$ cat src/design/rdc_pkg.sv
// Shared types, constants and helpers for the radix digit converter.
// No dependencies.
package rdc_pkg;

  localparam int VALUE_BITS = 30;
  localparam int RADIX_BITS = 5;
  localparam int DIGIT_BITS = 4;
  localparam int CHAR_BITS  = 7;

  localparam logic [RADIX_BITS-1:0] RADIX_MIN = RADIX_BITS'(2);
  localparam logic [RADIX_BITS-1:0] RADIX_MAX = RADIX_BITS'(16);

  localparam logic [CHAR_BITS-1:0] CHAR_ZERO  = CHAR_BITS'(48);  // '0'
  localparam logic [CHAR_BITS-1:0] CHAR_ALPHA = CHAR_BITS'(55);  // 'A' - 10

  typedef struct packed {
    logic [VALUE_BITS-1:0] value;
    logic [RADIX_BITS-1:0] radix;
  } item_t;

  typedef struct packed {
    logic [DIGIT_BITS-1:0] digit_value;
    logic [CHAR_BITS-1:0]  digit_char;
    logic                  last_digit;
  } digit_t;

  // Controls broadcast to every cell of the row.
  typedef struct packed {
    logic                  clear;
    logic                  conv;
    logic                  shift;
    logic [RADIX_BITS-1:0] radix;
  } cell_ctl_t;

  function automatic logic [RADIX_BITS-1:0] clamp_radix(input logic [RADIX_BITS-1:0] r);
    logic [RADIX_BITS-1:0] res;
    res = r;
    if (r < RADIX_MIN) res = RADIX_MIN;
    if (r > RADIX_MAX) res = RADIX_MAX;
    return res;
  endfunction

  function automatic logic [CHAR_BITS-1:0] digit_ascii(input logic [DIGIT_BITS-1:0] d);
    logic [CHAR_BITS-1:0] res;
    if (d < DIGIT_BITS'(10)) res = CHAR_ZERO + CHAR_BITS'(d);
    else                     res = CHAR_ALPHA + CHAR_BITS'(d);
    return res;
  endfunction

endpackage

$ cat src/design/rdc_cell.sv
// One digit cell of the conversion row: holds a base-r digit, doubles it and
// adds the carry from its lower neighbor, registering its own carry upward.
// Depends on rdc_pkg.
module rdc_cell (
  input  logic                           clk,
  input  logic                           rst,
  input  rdc_pkg::cell_ctl_t             ctl,
  input  logic                           en_in,
  input  logic                           carry_in,
  input  logic [rdc_pkg::DIGIT_BITS-1:0] digit_in,
  output logic [rdc_pkg::DIGIT_BITS-1:0] digit,
  output logic                           en_out,
  output logic                           carry_out
);

  logic [rdc_pkg::RADIX_BITS-1:0] dbl;
  logic                           ge;
  logic [rdc_pkg::RADIX_BITS-1:0] dbl_red;

  // digit < radix holds, so 2*digit+carry < 2*radix and one subtract suffices
  assign dbl     = {1'b0, digit} + {1'b0, digit} + rdc_pkg::RADIX_BITS'(carry_in);
  assign ge      = (dbl >= ctl.radix);
  assign dbl_red = ge ? (dbl - ctl.radix) : dbl;

  always_ff @(posedge clk) begin
    if (rst) begin
      en_out    <= 1'b0;
      carry_out <= 1'b0;
    end else if (ctl.clear) begin
      en_out    <= 1'b0;
      carry_out <= 1'b0;
    end else begin
      en_out    <= ctl.conv & en_in;
      carry_out <= ctl.conv & en_in & ge;
    end
  end

  always_ff @(posedge clk) begin
    if (ctl.clear) begin
      digit <= '0;
    end else if (ctl.conv && en_in) begin
      digit <= dbl_red[rdc_pkg::DIGIT_BITS-1:0];
    end else if (ctl.shift) begin
      digit <= digit_in;
    end
  end

endmodule

$ cat src/design/radix_digit_converter.sv
// Flow: after accept the value bits enter MSB first through the conversion row
// (carries ripple one cell per cycle), then leading zero digits are skipped by
// shifting the row, then the remaining digits are emitted, held while the output stalls.
// One item at a time: no new item is accepted until the block is back in idle after
// its last digit; skipped and emitted digits always add up to VALUE_BITS.
// Reset: synchronous, active high; clears control state and the output valid.
module radix_digit_converter (
  input  logic            clk,
  input  logic            rst,
  input  logic            item_valid,
  output logic            item_stall,
  input  rdc_pkg::item_t  item,
  output logic            digit_valid,
  input  logic            digit_stall,
  output rdc_pkg::digit_t digit
);

  localparam int NC    = rdc_pkg::VALUE_BITS;
  localparam int CNT_W = $clog2(2 * NC);
  localparam int REM_W = $clog2(NC + 1);
  localparam logic [CNT_W-1:0] CONV_LAST = CNT_W'(2 * NC - 2);
  localparam logic [CNT_W-1:0] FEED_LEN  = CNT_W'(NC);
  localparam logic [REM_W-1:0] REM_FULL  = REM_W'(NC);
  localparam logic [REM_W-1:0] REM_ONE   = REM_W'(1);

  localparam logic [1:0] S_IDLE = 2'd0;
  localparam logic [1:0] S_CONV = 2'd1;
  localparam logic [1:0] S_SKIP = 2'd2;
  localparam logic [1:0] S_EMIT = 2'd3;

  logic [1:0]                     state;
  logic [CNT_W-1:0]               cnt;
  logic [REM_W-1:0]               remaining;
  logic [NC-1:0]                  value_sr;
  logic [rdc_pkg::RADIX_BITS-1:0] radix_r;

  logic                           accept;
  logic                           out_free;
  logic                           out_take;
  logic                           skip_shift;
  logic                           emit_load;
  rdc_pkg::cell_ctl_t             ctl;

  logic [rdc_pkg::DIGIT_BITS-1:0] cell_digit [NC];
  logic                           cell_en    [NC];
  logic                           cell_carry [NC];
  logic [rdc_pkg::DIGIT_BITS-1:0] top_digit;

  assign item_stall = (state != S_IDLE);
  assign accept     = item_valid && !item_stall;
  assign out_take   = digit_valid && !digit_stall;
  assign out_free   = !digit_valid || !digit_stall;
  assign top_digit  = cell_digit[NC-1];

  assign skip_shift = (state == S_SKIP) && (top_digit == '0) && (remaining > REM_ONE);
  assign emit_load  = (state == S_EMIT) && (remaining != '0) && out_free;

  always_comb begin
    ctl.clear = accept;
    ctl.conv  = (state == S_CONV);
    ctl.shift = skip_shift || emit_load;
    ctl.radix = radix_r;
  end

  genvar gi;
  generate
    for (gi = 0; gi < NC; gi++) begin : g_cell
      if (gi == 0) begin : g_first
        rdc_cell u_cell (
          .clk       (clk),
          .rst       (rst),
          .ctl       (ctl),
          .en_in     (cnt < FEED_LEN),
          .carry_in  (value_sr[NC-1]),
          .digit_in  ('0),
          .digit     (cell_digit[gi]),
          .en_out    (cell_en[gi]),
          .carry_out (cell_carry[gi])
        );
      end else begin : g_rest
        rdc_cell u_cell (
          .clk       (clk),
          .rst       (rst),
          .ctl       (ctl),
          .en_in     (cell_en[gi-1]),
          .carry_in  (cell_carry[gi-1]),
          .digit_in  (cell_digit[gi-1]),
          .digit     (cell_digit[gi]),
          .en_out    (cell_en[gi]),
          .carry_out (cell_carry[gi])
        );
      end
    end
  endgenerate

  always_ff @(posedge clk) begin
    if (rst) begin
      state     <= S_IDLE;
      cnt       <= '0;
      remaining <= '0;
    end else begin
      unique case (state)
        S_IDLE: begin
          if (accept) begin
            cnt   <= '0;
            state <= S_CONV;
          end
        end
        S_CONV: begin
          cnt <= cnt + CNT_W'(1);
          if (cnt == CONV_LAST) begin
            remaining <= REM_FULL;
            state     <= S_SKIP;
          end
        end
        S_SKIP: begin
          if (skip_shift) remaining <= remaining - REM_ONE;
          else            state     <= S_EMIT;
        end
        S_EMIT: begin
          if (remaining == '0) state <= S_IDLE;
          else if (out_free)   remaining <= remaining - REM_ONE;
        end
        default: state <= S_IDLE;
      endcase
    end
  end

  always_ff @(posedge clk) begin
    if (accept) begin
      value_sr <= item.value;
      radix_r  <= rdc_pkg::clamp_radix(item.radix);
    end else if (state == S_CONV) begin
      value_sr <= {value_sr[NC-2:0], 1'b0};
    end
  end

  always_ff @(posedge clk) begin
    if (rst) begin
      digit_valid <= 1'b0;
    end else if (emit_load) begin
      digit_valid <= 1'b1;
    end else if (out_take) begin
      digit_valid <= 1'b0;
    end
  end

  always_ff @(posedge clk) begin
    if (emit_load) begin
      digit.digit_value <= top_digit;
      digit.digit_char  <= rdc_pkg::digit_ascii(top_digit);
      digit.last_digit  <= (remaining == REM_ONE);
    end
  end

endmodule

$ cat config.mk
export PLATFORM = sky130hd
export DESIGN_NAME = radix_digit_converter
export DESIGN_NICKNAME = d
export VERILOG_FILES = /design/src/design/rdc_pkg.sv /design/src/design/rdc_cell.sv /design/src/design/radix_digit_converter.sv
export SDC_FILE = /design/constraint.sdc
export NUM_CORES = 1
export LEC_CHECK = 0
export BUFFER_PORTS_ARGS = -buffer_cell sky130_fd_sc_hd__buf_2
export CORE_ASPECT_RATIO = 0.75
export CORE_MARGIN = 2
export CORE_UTILIZATION = 43
export DETAILED_ROUTE_END_ITERATION = 10
export HOLD_SLACK_MARGIN = 0.03
export PLACE_DENSITY = 0.7
export REMOVE_ABC_BUFFERS = 1
export SLEW_MARGIN = 20
export SYNTH_ARGS = -nofsm -noshare
export SYNTH_HDL_FRONTEND = slang
export SYNTH_SLANG_ARGS = --single-unit
$ cat constraint.sdc
create_clock -name clk -period 4.3 [get_ports clk]
set_input_delay 0.645 -clock clk [delete_from_list [all_inputs] [get_ports clk]]
set_output_delay 0.645 -clock clk [all_outputs]
set_load 0.02 [all_outputs]
==> results.ini <==
[clock_tree]
cts-hold-fix-buffers = 0
cts_tree = built
clk_pin_slew_worst_paths_ns = 0.06
clockBufferDepth = 3
cts_resized = 0
numCtsBuffers = 25
clock_latency_ns = 0.55
clockRootBuffer = clkbuf_16
clock-sinks = 239
h-tree-depth = 1
postCtsSetupBuffers = 0

[pwr]
power_frac_comb_pct = 39.0
p_sw_share_pct = 38.3
clockPowerShare_pct = 27.1
finalPower_mw = 8.12
sequentialPowerShare_pct = 33.8
intPower_mw = 5.01
power_switching_mw = 3.11
irDropWorstVdd_v = 0.000334
p_leak_nw = 7.16
powerDensity_mw_per_mm2 = 472

[route]
avgRoutedWirePerCell_microns = 16.8
drc_errors = 0
drt-total-wl_mm = 36.7
first_iter_violations = 870
via_count = 12400
first_pass_iters = 5
ant_nets = 0
viasPerCell = 5.67

[setup_path]
end_kind = flip-flop
crit_type = reg -> reg
cp_data_required_time_ns = 4.74
worstPathMaxFanout = 18
cp-start-kind = flip-flop
arrival_ns = 3.51

[grt]
grt_overflow = 0
track_usage_pct = 19.3
grt_max_degree = 119
grt_pass1_vias = 12200
grt_first_pass_wirelength_mm = 61.6
antenna_found_initial = 0

[floorplanning]
rows = 60
start_util_pct = 43.7
coreArea_sq_mm = 0.0359
die_h_microns = 169
dieArea_sq_mm = 0.0380
io-pin-count = 53
die_width_microns = 225

[logic_synthesis]
yosysSeqAreaShare_pct = 33.5
yosysWarnings = 0
avgSynthCellArea_sq_um = 9.24
yosysUniqueCellTypes = 54
synth_ff_type = dfxtp_1
ys_async_sr_fraction_pct = 0
synth-edff-count = 47
netlist_area_sq_mm = 0.0157
postSynthCellCount = 1698
ys_ff_latch = 239

[outcome]
outcome = finished, final reports clean

[timing]
slew_violations = 0
fin_crit_ns = 3.07
hold_viol = 0
setup_viol = 0
fmax_mhz = 326
slew_headroom_pct = 38.6
rsz0062_at_grt = no
tns_ns = 0
tightest_slew_ns = 0.921
period_share_pct = 71.4
skew_ns = 0.0163

[layout]
antenna_cells = 0
final_layout_size_suffix_gt1_share_pct = 8.59
fin_cells = 2188
area_growth_pct = 9.70
nFillCells = 3339
nNetsFinal = 1937
seq_area_sq_mm = 0.00526
multi_input_area_sq_mm = 0.00977

[placed_design]
dp_cells = 2144
dpl.hpwl_mm = 24.0
portBuffers = 52
place.gp.congestion = 0.816

[job]
drv_cap = 0

[worst_hold_path]
min_path_type = in -> reg

final timing paths:
kind                                                                  endpoint                                      start  cells past startpoint  slack (ns)
worst min-delay path                                  radix_r[4]$_SDFFCE_PP1P_                                    item[4]                      1        0.35
worst min register to register       g_cell[9].g_rest.u_cell.en_out$_SDFF_PP0_  g_cell[8].g_rest.u_cell.en_out$_SDFF_PP0_                      2        0.45
worst max register to register  g_cell[23].g_rest.u_cell.digit[0]$_SDFFE_PP0P_                   radix_r[2]$_SDFFCE_PP0P_                      8        1.23
worst max-delay path            g_cell[23].g_rest.u_cell.digit[0]$_SDFFE_PP0P_                   radix_r[2]$_SDFFCE_PP0P_                      8        1.23
per-layer routing:
| metal | part of all wire, % | track usage (%) | routed length (microns) | up-vias |
|---|---|---|---|---|
| li1 | - | - | - | 6220 |
| met1 | 51 | 28.5 | 18700 | 5931 |
| met2 | 44 | 30.4 | 16100 | 218 |
| met3 | 3.5 | 2.25 | 1280 | 47 |
| met4 | 1.7 | 4.00 | 626 | 0 |
| met5 | 0 | 0 | 0 | - |
sequential cells by signal, summed over array words and instances (netlist names):
| signal | flops |
|---|---|
| g_cell.g_first.u_cell.en_out | 1 |
| g_cell.g_rest.u_cell.en_out | 28 |
| digit | 12 |
| g_cell.g_rest.u_cell.digit | 116 |
| state | 2 |
| cnt | 6 |
| g_cell.g_rest.u_cell.carry_out | 28 |
| g_cell.g_first.u_cell.digit | 4 |
| digit_valid | 1 |
| remaining | 5 |
| radix_r | 5 |
| g_cell.g_first.u_cell.carry_out | 1 |
| value_sr | 30 |
logic make-up (layout without fill, tap and decap cells):
kind of cell / Yosys count / count (layout) / share of synthesized area [%]
AND/OR/NAND/NOR: 506 / 506 / 16.3
AO/OA/AOI/OAI: 394 / 394 / 17.4
flip-flops: 239 / 239 / 33.5
adder cells (fa/ha/maj): 192 / 192 / 16.8
buffers and inverters: 178 / 203 / 4.28
multiplexers: 131 / 131 / 8.56
XOR/XNOR: 58 / 58 / 3.24
per-stage QoR:
step / cell area [sq um] / setup WS, ns / hold WS [ns] / utilization (%)
floorplan: 15300 / 0.283 / 0.428 / -
global placement: 16400 / 1.37 / 0.444 / 45.7
detailed placement: 16400 / 1.29 / 0.440 / 45.7
CTS: 17200 / 1.24 / 0.335 / 47.9
global route: 17200 / 0.995 / 0.351 / 47.9
finish: 17200 / 1.23 / 0.345 / 47.9
Yosys cell counts (all sizes together), types with 6 or more instances:
library cell | count | area [sq um]
a211oi | 186 | 1400
clkbuf | 84 | 315
nand3 | 9 | 50.1
mux2i | 106 | 1060
a221oi | 10 | 87.6
o21ai | 38 | 190
o21bai | 8 | 60.1
xnor2 | 7 | 61.3
nor3 | 8 | 40.0
buf | 7 | 30.0
inv | 87 | 327
fa | 30 | 601
and3 | 104 | 651
nor2 | 47 | 176
nand4 | 8 | 50.1
nand3b | 22 | 165
edfxtp | 47 | 1410
o21a | 27 | 203
dfxtp | 192 | 3840
mux2 | 25 | 282
nor2b | 31 | 194
a311oi | 13 | 114
and2 | 51 | 319
o22ai | 13 | 81.3
nand2b | 6 | 37.5
ha | 162 | 2030
a21oi | 70 | 350
xor2 | 51 | 447
nand2 | 209 | 787
worst max-delay path: stages (launching register included):
cell	delay, ns
edfxtp_1	0.36
inv_1	0.55
buf_4	0.47
ha_1	0.27
nand2_1	0.07
o21a_1	0.16
o21ai_1	0.43
mux2_2	0.40
a211oi_1	0.24
area by class of cell:
class	instances	share of cell area (%)
inverter	87	1.92
multi-input combinational	1281	56.8
sequential	239	30.5
timing repair buffer	72	2.60
tap	465	3.38
clock buffer	38	4.39
clock inverter	6	0.342
power by group through the flow:
stage	logic [mW]	clock network, mW	registers (mW)
global route	3.56	2.33	2.77
CTS	3.18	2.24	2.75
floorplan	2.24	0	2.76
global placement	3.05	0	2.78
detailed placement	3.15	0	2.79
finish	3.17	2.20	2.75
layout by cell type, fill, tap and decap left out, drive strengths merged, types with 9 or more instances in the layout:
cell / Yosys / layout
a211oi: 186 / 186
a21oi: 70 / 70
a221oi: 10 / 10
a311oi: 13 / 13
and2: 51 / 51
and3: 104 / 104
buf: 7 / 72
clkbuf: 84 / 38
dfxtp: 192 / 192
edfxtp: 47 / 47
fa: 30 / 30
ha: 162 / 162
inv: 87 / 87
mux2: 25 / 25
mux2i: 106 / 106
nand2: 209 / 209
nand3: 9 / 9
nand3b: 22 / 22
nor2: 47 / 47
nor2b: 31 / 31
o21a: 27 / 27
o21ai: 38 / 38
o22ai: 13 / 13
xor2: 51 / 51
Power figures use the tool's default switching activity.
